## src/hw/rtl/mau_pkg.sv

```systemverilog
// ----------------------------------------------------------------------------
// mau_pkg
// Shared types, codes and defaults for the modular arithmetic unit.
// ----------------------------------------------------------------------------
package mau_pkg;

  localparam int MOD_BITS_DEF = 31;
  localparam int OPD_W        = 31;
  localparam int WIDE_W       = 64;

  // register byte address
  localparam logic [2:0] MODULUS_ADDR = 3'd0;

  typedef enum logic [2:0] {
    OP_ADD = 3'd0,
    OP_SUB = 3'd1,
    OP_NEG = 3'd2,
    OP_MUL = 3'd3,
    OP_POW = 3'd4,
    OP_INV = 3'd5,
    OP_DIV = 3'd6,
    OP_RED = 3'd7
  } opcode_t;

  typedef enum logic [1:0] {
    ST_OK     = 2'd0,
    ST_NOINV  = 2'd1,
    ST_NEGEXP = 2'd2,
    ST_RANGE  = 2'd3
  } status_t;

  typedef struct packed {
    logic [2:0]              opcode;
    logic [OPD_W-1:0]        operand_a;
    logic [OPD_W-1:0]        operand_b;
    logic signed [WIDE_W-1:0] wide_operand;
  } in_item_t;

  typedef struct packed {
    logic [OPD_W-1:0] result;
    logic [1:0]       status;
  } out_item_t;

  typedef enum logic [2:0] {
    S_IDLE,
    S_MUL_GO,
    S_MUL_WAIT,
    S_INV_GO,
    S_INV_WAIT,
    S_RED,
    S_DONE
  } seq_state_t;

  typedef enum logic [1:0] {
    E_IDLE,
    E_DIV,
    E_SWAP,
    E_FIN
  } euc_state_t;

  // handshake between sequencer and a serial unit
  typedef struct packed {
    logic start;
  } unit_req_t;

  typedef struct packed {
    logic done;
    logic ok;
  } unit_rsp_t;

endpackage

```

## src/hw/rtl/modular_arithmetic_unit.sv

```systemverilog
// ----------------------------------------------------------------------------
// modular_arithmetic_unit
// Modular add, sub, neg, mul, pow, inverse, divide and wide reduction over
// a programmable modulus, built from bit-serial units.
// ----------------------------------------------------------------------------
//  channel  | signals                               | beat
//  ---------+---------------------------------------+--------------------------
//  in       | in_valid, in_stall, in_data           | one operation
//  out      | out_valid, out_stall, out_data        | result and status
//  cfg      | psel penable pwrite paddr pwdata ...  | modulus, address 0
//
//  Add, sub, neg and range errors finish without a serial unit. Mul: one serial multiply.
//  Pow: one multiply step per exponent bit, both serial multipliers working together.
//  Inv: one shift-subtract division per Euclid step; div adds one multiply.
//  Reduce: takes the 64-bit wide operand one bit a cycle.
//  Reset gives modulus 1. in_stall is high while an item is in flight.
module modular_arithmetic_unit import mau_pkg::*; #(
  parameter int MOD_BITS = MOD_BITS_DEF
) (
  input  logic        clk,
  input  logic        rst,
  input  logic        in_valid,
  output logic        in_stall,
  input  in_item_t    in_data,
  output logic        out_valid,
  input  logic        out_stall,
  output out_item_t   out_data,
  input  logic        psel,
  input  logic        penable,
  input  logic        pwrite,
  input  logic [2:0]  paddr,
  input  logic [31:0] pwdata,
  output logic [31:0] prdata,
  output logic        pready
);

  localparam int W   = MOD_BITS;
  localparam int RCW = $clog2(WIDE_W + 1);

  seq_state_t state, state_next;

  logic [W-1:0]       modulus;
  logic [W-1:0]       ra, rb, res;
  logic [1:0]         st;
  logic [2:0]         op;
  logic [WIDE_W-1:0]  n;
  logic               neg;
  logic [RCW-1:0]     rcnt;
  logic               accept;
  logic               a_ok, b_ok;
  logic [W-1:0]       a_w, b_w;
  logic [W:0]         add_s, sub_s, red_d;
  logic [W-1:0]       add_r, sub_r, red_r;
  logic [WIDE_W-1:0]  wabs;
  logic               out_free;

  unit_req_t          mul_req, euc_req;
  unit_rsp_t          mul0_rsp, mul1_rsp, euc_rsp;
  logic [W-1:0]       p0, p1, inv_v;
  logic [W-1:0]       m0_a, m0_b, euc_a;

  // ---------------- configuration
  assign pready = 1'b1;
  assign prdata = 32'(modulus);

  always_ff @(posedge clk) begin
    if (rst) begin
      modulus <= W'(1);
    end else if (psel && penable && pwrite && paddr == MODULUS_ADDR
                 && pwdata[W-1:0] != '0) begin
      modulus <= pwdata[W-1:0];
    end
  end

  // ---------------- serial units
  assign m0_a  = ra;
  assign m0_b  = rb;
  assign euc_a = (op == OP_DIV) ? rb : ra;

  mau_mulmod #(.W(W)) u_mul0 (
    .clk(clk), .rst(rst), .req(mul_req), .a(m0_a), .b(m0_b), .m(modulus),
    .rsp(mul0_rsp), .p(p0)
  );

  mau_mulmod #(.W(W)) u_mul1 (
    .clk(clk), .rst(rst), .req(mul_req), .a(rb), .b(rb), .m(modulus),
    .rsp(mul1_rsp), .p(p1)
  );

  mau_euclid #(.W(W)) u_euc (
    .clk(clk), .rst(rst), .req(euc_req), .a(euc_a), .m(modulus),
    .rsp(euc_rsp), .inv(inv_v)
  );

  // ---------------- simple operations
  assign a_ok  = in_data.operand_a < OPD_W'(modulus);
  assign b_ok  = in_data.operand_b < OPD_W'(modulus);
  assign a_w   = in_data.operand_a[W-1:0];
  assign b_w   = in_data.operand_b[W-1:0];
  assign add_s = {1'b0, a_w} + {1'b0, b_w};
  assign add_r = (add_s >= {1'b0, modulus}) ? W'(add_s - {1'b0, modulus}) : add_s[W-1:0];
  assign sub_s = {1'b0, a_w} + {1'b0, modulus} - {1'b0, b_w};
  assign sub_r = (a_w >= b_w) ? (a_w - b_w) : sub_s[W-1:0];
  assign wabs  = in_data.wide_operand[WIDE_W-1] ? (~in_data.wide_operand + 1'b1)
                                                : in_data.wide_operand;

  assign red_d = {ra, n[WIDE_W-1]};
  assign red_r = (red_d >= {1'b0, modulus}) ? W'(red_d - {1'b0, modulus}) : red_d[W-1:0];

  assign accept   = in_valid && !in_stall;
  assign out_free = !out_valid || !out_stall;

  // ---------------- sequencer
  always_comb begin
    state_next = state;
    case (state)
      S_IDLE: begin
        if (accept) begin
          case (opcode_t'(in_data.opcode))
            OP_ADD, OP_SUB, OP_NEG: state_next = S_DONE;
            OP_MUL: state_next = (a_ok && b_ok) ? S_MUL_GO : S_DONE;
            OP_POW: state_next = (a_ok && !in_data.wide_operand[WIDE_W-1]
                                  && in_data.wide_operand != '0) ? S_MUL_GO : S_DONE;
            OP_INV: state_next = a_ok ? S_INV_GO : S_DONE;
            OP_DIV: state_next = (a_ok && b_ok) ? S_INV_GO : S_DONE;
            OP_RED: state_next = S_RED;
            default: state_next = S_DONE;
          endcase
        end
      end
      S_MUL_GO: state_next = S_MUL_WAIT;
      S_MUL_WAIT: begin
        if (mul0_rsp.done) begin
          state_next = (op == OP_POW && n[WIDE_W-1:1] != '0) ? S_MUL_GO : S_DONE;
        end
      end
      S_INV_GO: state_next = S_INV_WAIT;
      S_INV_WAIT: begin
        if (euc_rsp.done) begin
          state_next = (op == OP_DIV && euc_rsp.ok) ? S_MUL_GO : S_DONE;
        end
      end
      S_RED:  if (rcnt == RCW'(1)) state_next = S_DONE;
      S_DONE: if (out_free) state_next = S_IDLE;
      default: state_next = S_IDLE;
    endcase
  end

  always_comb begin
    in_stall      = (state != S_IDLE);
    mul_req.start = (state == S_MUL_GO);
    euc_req.start = (state == S_INV_GO);
  end

  always_ff @(posedge clk) begin
    if (rst) begin
      state <= S_IDLE;
    end else begin
      state <= state_next;
    end
  end

  always_ff @(posedge clk) begin
    case (state)
      S_IDLE: begin
        if (accept) begin
          op   <= in_data.opcode;
          st   <= ST_OK;
          res  <= '0;
          ra   <= a_w;
          rb   <= b_w;
          n    <= in_data.wide_operand;
          neg  <= in_data.wide_operand[WIDE_W-1];
          rcnt <= RCW'(WIDE_W);
          case (opcode_t'(in_data.opcode))
            OP_ADD: if (!(a_ok && b_ok)) st <= ST_RANGE; else res <= add_r;
            OP_SUB: if (!(a_ok && b_ok)) st <= ST_RANGE; else res <= sub_r;
            OP_NEG: begin
              if (!a_ok) st <= ST_RANGE;
              else res <= (a_w == '0) ? '0 : modulus - a_w;
            end
            OP_MUL, OP_DIV: if (!(a_ok && b_ok)) st <= ST_RANGE;
            OP_POW: begin
              if (!a_ok) begin
                st <= ST_RANGE;
              end else if (in_data.wide_operand[WIDE_W-1]) begin
                st <= ST_NEGEXP;
              end else begin
                // r starts at 1 mod m; ra carries r, rb carries x
                ra  <= (modulus == W'(1)) ? '0 : W'(1);
                rb  <= a_w;
                res <= (modulus == W'(1)) ? '0 : W'(1);
              end
            end
            OP_INV: if (!a_ok) st <= ST_RANGE;
            OP_RED: begin
              ra <= '0;
              n  <= wabs;
            end
            default: ;
          endcase
        end
      end
      S_MUL_WAIT: begin
        if (mul0_rsp.done) begin
          if (op == OP_POW) begin
            if (n[0]) ra <= p0;
            rb  <= p1;
            n   <= n >> 1;
            res <= n[0] ? p0 : ra;
          end else begin
            res <= p0;
          end
        end
      end
      S_INV_WAIT: begin
        if (euc_rsp.done) begin
          if (!euc_rsp.ok) begin
            st <= ST_NOINV;
          end else if (op == OP_DIV) begin
            rb <= inv_v;
          end else begin
            res <= inv_v;
          end
        end
      end
      S_RED: begin
        ra   <= red_r;
        n    <= n << 1;
        rcnt <= rcnt - 1'b1;
        if (rcnt == RCW'(1)) begin
          res <= (neg && red_r != '0) ? modulus - red_r : red_r;
        end
      end
      default: ;
    endcase
  end

  // ---------------- output register
  always_ff @(posedge clk) begin
    if (rst) begin
      out_valid <= 1'b0;
    end else if (state == S_DONE && out_free) begin
      out_valid <= 1'b1;
    end else if (!out_stall) begin
      out_valid <= 1'b0;
    end
  end

  always_ff @(posedge clk) begin
    if (state == S_DONE && out_free) begin
      out_data.result <= (st == ST_OK) ? OPD_W'(res) : '0;
      out_data.status <= st;
    end
  end

endmodule

```

## src/hw/rtl/mau_mulmod.sv

```systemverilog
// ----------------------------------------------------------------------------
// mau_mulmod
// Bit-serial modular multiplier: one bit of b per cycle, MSB first.
// ----------------------------------------------------------------------------
module mau_mulmod import mau_pkg::*; #(
  parameter int W = MOD_BITS_DEF
) (
  input  logic         clk,
  input  logic         rst,
  input  unit_req_t    req,
  input  logic [W-1:0] a,
  input  logic [W-1:0] b,
  input  logic [W-1:0] m,
  output unit_rsp_t    rsp,
  output logic [W-1:0] p
);

  localparam int CW = $clog2(W + 1);

  logic [W-1:0]  acc;
  logic [W-1:0]  acc_next;
  logic [W-1:0]  bsh;
  logic [CW-1:0] cnt;
  logic          done;
  logic [W:0]    dbl;
  logic [W:0]    dbl_red;
  logic [W:0]    sum;

  always_comb begin
    dbl     = {acc, 1'b0};
    dbl_red = (dbl >= {1'b0, m}) ? dbl - {1'b0, m} : dbl;
    sum     = bsh[W-1] ? dbl_red + {1'b0, a} : dbl_red;
    acc_next = (sum >= {1'b0, m}) ? W'(sum - {1'b0, m}) : sum[W-1:0];
  end

  always_ff @(posedge clk) begin
    if (rst) begin
      cnt  <= '0;
      done <= 1'b0;
    end else begin
      done <= 1'b0;
      if (req.start) begin
        cnt <= CW'(W);
      end else if (cnt != '0) begin
        cnt  <= cnt - 1'b1;
        done <= (cnt == CW'(1));
      end
    end
  end

  always_ff @(posedge clk) begin
    if (req.start) begin
      acc <= '0;
      bsh <= b;
    end else if (cnt != '0) begin
      acc <= acc_next;
      bsh <= {bsh[W-2:0], 1'b0};
    end
  end

  assign rsp.done = done;
  assign rsp.ok   = 1'b1;
  assign p        = acc;

endmodule

```

## src/hw/rtl/mau_euclid.sv

```systemverilog
// ----------------------------------------------------------------------------
// mau_euclid
// Extended Euclid inverse with a shift-subtract divider, one quotient bit
// per cycle; the Bezout coefficient is updated alongside each subtraction.
// ----------------------------------------------------------------------------
module mau_euclid import mau_pkg::*; #(
  parameter int W = MOD_BITS_DEF
) (
  input  logic         clk,
  input  logic         rst,
  input  unit_req_t    req,
  input  logic [W-1:0] a,
  input  logic [W-1:0] m,
  output unit_rsp_t    rsp,
  output logic [W-1:0] inv
);

  localparam int CW = $clog2(W + 1);
  localparam int KW = W + 2;
  localparam int TW = 2 * W - 1;
  localparam int MW = 2 * W + 1;

  euc_state_t state, state_next;

  logic [W-1:0]          s, t;
  logic signed [KW-1:0]  m0, m1;
  logic [TW-1:0]         ts;
  logic signed [MW-1:0]  ms;
  logic [CW-1:0]         k;
  logic                  done, ok;
  logic                  fit;
  logic signed [KW-1:0]  fix;

  assign fit = ts <= TW'(s);
  assign fix = m0 + $signed({2'b00, m});

  always_comb begin
    state_next = state;
    case (state)
      E_IDLE: if (req.start && a != '0) state_next = E_DIV;
      E_DIV:  if (k == CW'(1)) state_next = E_SWAP;
      E_SWAP: state_next = (s == '0) ? E_FIN : E_DIV;
      E_FIN:  state_next = E_IDLE;
      default: state_next = E_IDLE;
    endcase
  end

  always_ff @(posedge clk) begin
    if (rst) begin
      state <= E_IDLE;
      done  <= 1'b0;
      ok    <= 1'b0;
    end else begin
      state <= state_next;
      done  <= 1'b0;
      if (state == E_IDLE && req.start && a == '0) begin
        done <= 1'b1;
        ok   <= (m == W'(1));
      end else if (state == E_FIN) begin
        done <= 1'b1;
        ok   <= (s == W'(1));
      end
    end
  end

  always_ff @(posedge clk) begin
    case (state)
      E_IDLE: begin
        inv <= '0;
        s   <= m;
        t   <= a;
        m0  <= '0;
        m1  <= KW'(1);
        ts  <= {a, {(W-1){1'b0}}};
        ms  <= MW'(1) <<< (W - 1);
        k   <= CW'(W);
      end
      E_DIV: begin
        if (fit) begin
          s  <= s - ts[W-1:0];
          m0 <= m0 - ms[KW-1:0];
        end
        ts <= ts >> 1;
        ms <= ms >>> 1;
        k  <= k - 1'b1;
      end
      E_SWAP: begin
        // after the swap s holds the old divisor, t the remainder
        s  <= t;
        t  <= s;
        m0 <= m1;
        m1 <= m0;
        ts <= {s, {(W-1){1'b0}}};
        ms <= MW'(m0) <<< (W - 1);
        k  <= CW'(W);
      end
      E_FIN: begin
        inv <= m0[KW-1] ? fix[W-1:0] : m0[W-1:0];
      end
      default: ;
    endcase
  end

  assign rsp.done = done;
  assign rsp.ok   = ok;

endmodule
```

## config.mk

```make
export PLATFORM = sky130hd
export DESIGN_NAME = modular_arithmetic_unit
export DESIGN_NICKNAME = d
export VERILOG_FILES = /design/src/hw/rtl/mau_pkg.sv /design/src/hw/rtl/modular_arithmetic_unit.sv /design/src/hw/rtl/mau_mulmod.sv /design/src/hw/rtl/mau_euclid.sv
export SDC_FILE = /design/constraint.sdc
export NUM_CORES = 2
export LEC_CHECK = 0
export BUFFER_PORTS_ARGS = -buffer_cell sky130_fd_sc_hd__buf_2
export CORE_MARGIN = 10
export CORE_UTILIZATION = 30
export CTS_CLUSTER_DIAMETER = 100
export DETAILED_ROUTE_END_ITERATION = 6
export GPL_ROUTABILITY_DRIVEN = 0
export GPL_TIMING_DRIVEN = 0
export PLACE_DENSITY = 0.42
export SETUP_SLACK_MARGIN = 0.2
export SLEW_MARGIN = 25
export SYNTH_ARGS = -nofsm -noshare
export SYNTH_HDL_FRONTEND = slang
export SYNTH_SLANG_ARGS = --single-unit
```

## constraint.sdc

```tcl
create_clock -name clk -period 10.1 [get_ports clk]
set_clock_uncertainty 0.05 [all_clocks]
set_input_delay 0 -clock clk [delete_from_list [all_inputs] [get_ports clk]]
set_output_delay 0 -clock clk [all_outputs]
set_load 0.03 [all_outputs]
```

* Word level (Yosys, flattened, before mapping)
Index checks and enable logic that the tools add are counted.
Cells by class: shift-type cells 0, reduce and logical (&&, ||, !) cells 63, $mul 0, bitwise gates (word level) 3, add/sub/neg operators 22, $lt $le $gt $ge 10, equality and inequality tests 37, muxes and demuxes 104, divide/modulo/power cells 0
Operators with widths (number):
- 2-to-1 mux 31 bit | 39
- 2-to-1 mux 64 bit | 5
- case mux 31 bit (3 select lines) | 3
- subtractor 31 bit | 9
- case mux 31 bit (4 select lines) | 2
- >= comparator 32 x 31 -> 1 bit | 6
- case mux 64 bit (3 select lines) | 1
- case mux 63 bit (3 select lines) | 1
- case mux 31 bit (2 select lines) | 3
- case mux 61 bit (3 select lines) | 1
- 2-to-1 mux 32 bit | 4
- case mux 33 bit (3 select lines) | 1
- logical NOT 31 bit | 3
- nonzero test 31 bit | 3
- case mux 33 bit (2 select lines) | 1
- adder 32 x 31 -> 32 bit | 2
- adder 64 x 1 -> 64 bit (second input constant) | 1
- inverter 64 bit | 1
- nonzero test 64 bit | 1
- subtractor 32 x 31 -> 32 bit | 2
- nonzero test 63 bit | 1
- adder 31 bit | 2
- equality test 31 x 1 -> 1 bit (second input constant) | 2
- less-than comparator 31 bit | 2
- 45 further kinds | 143
Word-level totals: memories 0, output and inout port bits 68, bits in latches 0, register bits 665, memory bits (read-only) 0, word-level logic and storage cells 271, bits in writable memories 0

* Depth between registers and ports, before layout
depth after elaboration 7, mapped depth 42

* Cells and area by module
Synthesis repeated with hierarchy kept, for this count alone.
Unflattened totals: cells, all modules 7330, area total of the unflattened synthesis 63729.9 sq um
Modules (own cells, without submodules):
- modular_arithmetic_unit | area each 28060.7 sq um, sequential area each 6796.5 sq um, instances 1, cells an instance 3402
- mau_euclid | area each 17999.8 sq um, sequential area each 8728.4 sq um, instances 1, cells an instance 1738
- mau_mulmod | area each 8834.7 sq um, sequential area each 1671.6 sq um, instances 2, cells an instance 1095

* Worst setup path after synthesis
No wires, ideal clock.
kind register -> register, start point register op[1], end point register ra[0] (netlist: m0_a[0]) (enable), setup slack 0.864 ns, cell stages (with the launch flop) 7, period minus slack after synthesis 9.236 ns, buffers on the path 2, arrival time 8.498 ns, required time 9.362 ns, cell sequence edfxtp_1 > nor3b_1 > clkbuf_1 > clkbuf_1 > nand3_1 > o21a_1 > o31ai_1
On the way: cells in the longest elaborated chain, start to end 3
RTL lines:
- start: declaration | line modular_arithmetic_unit.sv:45 | logic [2:0] op;
- start signal: assignment | line modular_arithmetic_unit.sv:167 | op <= in_data.opcode;
- equality test 3 bit | line modular_arithmetic_unit.sv:206 | if (op == OP_POW) begin
- inequality test 2 bit (no source line)
- AND reduction 4 bit (no source line)
- end signal: assignment | line modular_arithmetic_unit.sv:190 | ra <= (modulus == W'(1)) ? '0 : W'(1);
- end signal: assignment | line modular_arithmetic_unit.sv:207 | if (n[0]) ra <= p0;
- end signal: assignment | line modular_arithmetic_unit.sv:228 | ra <= red_r;
- end: declaration | line modular_arithmetic_unit.sv:43 | logic [W-1:0] ra, rb, res;
No other way between the ends. A chain may end at the register's enable or synchronous reset.

* Worst setup path after layout
start point register modulus[18], end point register u_mul0.acc[13] (netlist: u_mul0.p[13])
On the way: cells in the longest elaborated chain, start to end 6, elaborated cells between the ends (all ways) 8
RTL lines:
- start: declaration | line modular_arithmetic_unit.sv:42 | logic [W-1:0] modulus;
- start signal: assignment | line modular_arithmetic_unit.sv:71 | modulus <= pwdata[W-1:0];
- subtractor 32 x 31 -> 32 bit / >= comparator 32 x 31 -> 1 bit (equally long branches) | line mau_mulmod.sv:31 | dbl_red = (dbl >= {1'b0, m}) ? dbl - {1'b0, m} : dbl;
- 2-to-1 mux 32 bit | line mau_mulmod.sv:31
- adder 32 x 31 -> 32 bit | line mau_mulmod.sv:32 | sum = bsh[W-1] ? dbl_red + {1'b0, a} : dbl_red;
- 2-to-1 mux 32 bit | line mau_mulmod.sv:32
- >= comparator 32 x 31 -> 1 bit / subtractor 31 bit (equally long branches) | line mau_mulmod.sv:33 | acc_next = (sum >= {1'b0, m}) ? W'(sum - {1'b0, m}) : sum[W-1:0];
- 2-to-1 mux 31 bit (*) | line mau_mulmod.sv:33
- end signal: assignment | line mau_mulmod.sv:56 | acc <= acc_next;
- end: declaration | line mau_mulmod.sv:20 | logic [W-1:0] acc;
Mark *: on every way between the ends. The rest lies on a longest branch, timed or not.

==> results_dict.tcl <==
set metrics [dict create \
    status "complete, no violations" \
    synth_ff_type "edfxtp_1" \
    core_area_um2 202000 \
    drtIter0Drc 6294 \
    grt_antenna_before_repair 35 \
    dr.pass1.iters 6 \
    synth_cell_type_count 117 \
    syn_nets 7808 \
    pwr-share-clk_pct 10.2 \
    drt_wl_total_um 299000 \
    syn_avg_cell_area_um2 8.65 \
    die_y_um 470 \
    path_clk_slew_ps 60 \
    ys_warn_count 0 \
    detail_route.wl_per_cell_um 28.7 \
    drive_above_1_share_pct 9.40 \
    synthCells 7021 \
    grt-ovfl-total 0 \
    hold_depth 4 \
    cp.arrival_ps 10060 \
    p_leak_nw 29.4 \
    grt_pass1_vias 56167 \
    fmax_mhz 105 \
    worst-path-max-fanout 10 \
    initial_core_util_pct 30.1 \
    nets 8436 \
    min_to "modulus[19]$_SDFFE_PP0P_" \
    worst_pin_slew_ps 1220 \
    crit_path_frequent_cell "a21o_1" \
    ir_drop_mv 0.303 \
    yosysTopAreaCell "edfxtp_1" \
    reg2reg_from "modulus[18]$_SDFFE_PP0P_" \
    cts_num_sinks 665 \
    n_fill_cell 20851 \
    yosysTopAreaCellShare_pct 27.3 \
    intPower_mw 15.3 \
    port_buffers 235 \
    postRouteAntennaNets 0 \
    hold_viol 0 \
    cp-end-kind "flip-flop" \
    hold_ws_ps 65.9 \
    netlist_area_um2 60700 \
    critPathRequiredTime_ps 10630 \
    start_kind "flip-flop" \
    yosysSeqAreaShare_pct 31.0 \
    timing.rr.end "u_mul0.p[13]$_SDFFE_PP0P_" \
    ys_ff_latch 665 \
    path_class "flip-flop to flip-flop" \
    finalPower_mw 31.5 \
    min_period_ps 9530 \
    grt_pass1_wl_um 418000 \
    r2r_setup_slack_ps 570 \
    vias 59024 \
    p_sw_mw 16.2 \
    syn2layout_area_growth_pct 18.0 \
    dp.cells 9956 \
    slew-limit-headroom_pct 17.6 \
    clk_latency_ps 780 \
    finalNonFillerCells 10401 \
    hold_start "pwdata[19]" \
    grt_max_degree 73 \
    numCtsBuffers 88 \
    track_usage_pct 25.7 \
    max_cap_violations 0 \
    finalSetupViolCount 0 \
    pwr-share-comb_pct 71.5 \
    async_flop_share_pct 0 \
    drv_slew 0 \
    ioPinCount 239 \
    ctsLongestPathBuffers 3 \
    synth_area_leaders "edfxtp_1 (27%), ha_1 (12%), a21oi_1 (4.7%)" \
    root_buffer "clkbuf_16" \
    htree_levels 3 \
    grt_setup_unrepaired "true" \
    slowest_delay_ps 820 \
    drc 0 \
    dieArea_um2 221000 \
    rows 165 \
    die_w_um 470 \
    swShare_pct 51.5 \
    power_density_nw_per_um2 440 \
    cts_tree "built" \
    seq_power_share_pct 18.2 \
    hold_path.class "input pin to flip-flop" \
    r2r_cells 39 \
    slowest_stage "dfxtp_1" \
    vias_per_cell 5.67 \
    min_period_over_period_pct 94.3 \
    synth_edf_count 553 \
    dp_hpwl_um 235000 \
]
registers in the layout, summed over array words and instances, names as in the netlist, 7 cells and up:
name	cells
out_data	33
u_mul0.bsh	31
u_euc.m1	33
m0_b	31
rcnt	7
u_euc.ts	61
res	31
u_mul1.p	31
u_euc.ms	63
u_euc.s	31
u_euc.m0	33
u_euc.inv	31
modulus	31
n	64
u_mul1.bsh	31
u_mul0.p	31
m0_a	31
u_euc.t	31
worst max path at each step:
stage	startpoint	end
2_1_floorplan	op[1]$_DFFE_PP_	m0_a[0]$_DFFE_PP_
3_3_place_gp	op[1]$_DFFE_PP_	n[40]$_DFFE_PP_
3_5_place_dp	modulus[9]$_SDFFE_PP0P_	u_mul0.p[13]$_SDFFE_PP0P_
4_1_cts	modulus[9]$_SDFFE_PP0P_	u_mul0.p[13]$_SDFFE_PP0P_
5_1_grt	modulus[5]$_SDFFE_PP0P_	u_mul0.p[13]$_SDFFE_PP0P_
6_report	modulus[18]$_SDFFE_PP0P_	u_mul0.p[13]$_SDFFE_PP0P_
stage by stage:
| step | instance area (um^2) | TNS (ps) | utilization, % | worst slack [ps] |
|---|---|---|---|---|
| final | 71600 | 0 | 35.5 | 571 |
| after global routing | 71600 | 0 | 35.5 | 170 |
| after detailed placement | 65700 | -54390 | 32.6 | -1100 |
| after CTS | 71300 | 0 | 35.3 | 201 |
| after floorplan | 60700 | 0 | - | 864 |
| after global placement | 65200 | -599420 | 32.3 | -4720 |
power by group through the flow:
| stage | clock (mW) | sequential [mW] | combinational, mW |
|---|---|---|---|
| final | 3.22 | 5.75 | 22.5 |
| after global routing | 3.38 | 5.76 | 24.8 |
| after detailed placement | 0 | 5.71 | 21.7 |
| after global placement | 0 | 5.84 | 21.5 |
| after floorplan | 0 | 4.96 | 16.2 |
| after CTS | 3.28 | 5.67 | 22.1 |
what timing repair did:
| action | in CTS | in global routing |
|---|---|---|
| endpoints found under the hold margin | 216 | 0 |
| setup endpoints to repair | 62 | 62 |
| hold buffers | 232 | 0 |
| pin swaps | 3 | 1 |
| resized for setup | 63 | 52 |
| setup buffers | 22 | 21 |
| gates cloned | 0 | 0 |
cells in the final DEF, fill, tap and decap left out, types with 130 or more instances in the layout:
cell type | synthesis | layout
a21o_1 | 213 | 213
clkbuf_1 | 232 | 239
ha_1 | 571 | 565
nor2_1 | 632 | 631
inv_1 | 419 | 384
dlygate4sd3_1 | 0 | 232
edfxtp_1 | 553 | 553
nor3_1 | 135 | 130
mux2i_1 | 214 | 214
xnor2_1 | 285 | 285
xor2_1 | 197 | 197
a21oi_1 | 569 | 566
nand2_1 | 652 | 652
buf_2 | 20 | 259
o21ai_0 | 441 | 436
cell usage after synthesis (57+ instances only):
| cell type | n |
|---|---|
| clkbuf_1 | 232 |
| nand3_1 | 113 |
| a21o_1 | 213 |
| o22ai_1 | 64 |
| mux2i_1 | 214 |
| a22oi_1 | 106 |
| nor2b_1 | 66 |
| inv_1 | 419 |
| o21ai_0 | 441 |
| o21bai_1 | 57 |
| nor3_1 | 135 |
| nor4_1 | 90 |
| ha_1 | 571 |
| edfxtp_1 | 553 |
| o21a_1 | 73 |
| dfxtp_1 | 112 |
| and2_1 | 93 |
| a21oi_1 | 569 |
| a211oi_1 | 64 |
| xor2_1 | 197 |
| o211ai_1 | 66 |
| mux2_2 | 67 |
| xnor2_1 | 285 |
| nand4_1 | 83 |
| nor2_1 | 632 |
| nand2b_1 | 75 |
| nand2_1 | 652 |
area by class of cell:
type	count	area (um^2)	share of cell area [%]
flip-flops and latches	665	18900	26.4
diodes	6	15.0	0.0210
plain buffers	300	1300	1.82
clock buffers	110	2330	3.25
multi-input cells	5634	39200	54.8
inverters	422	1700	2.37
clock inverters	54	571	0.797
repair buffers	538	4220	5.89
well taps	2672	3340	4.67
layer usage:
| metal | global-route usage, % | routed length, um | share of wire, % |
|---|---|---|---|
| met1 | 34.7 | 131000 | 44 |
| met2 | 38.9 | 126000 | 42 |
| met3 | 5.84 | 25100 | 8.4 |
| met5 | 0 | 187 | 0.063 |
| met4 | 11.7 | 16400 | 5.5 |
worst max-delay path, delay by kind of cell (launching register included):
family / cells / cell delay, ps
adders and majority gates: 3 / 1220
DFF: 1 / 820
AOI/OAI and AO/OA: 14 / 2870
muxes: 3 / 760
xor gates and xnor gates: 1 / 160
buffers and inverters: 5 / 1000
and+or+nand+nor: 13 / 2360
logic make-up after synthesis:
logic type / synth area share [%]
other cells: 0.0124
mux: 4.79
simple gates: 16.7
xor+xnor: 6.95
flops: 31.0
buf+inv: 4.72
compound gates: 22.5
fa+ha+maj: 13.2
Note: power is estimated with default switching activity, not from simulation.
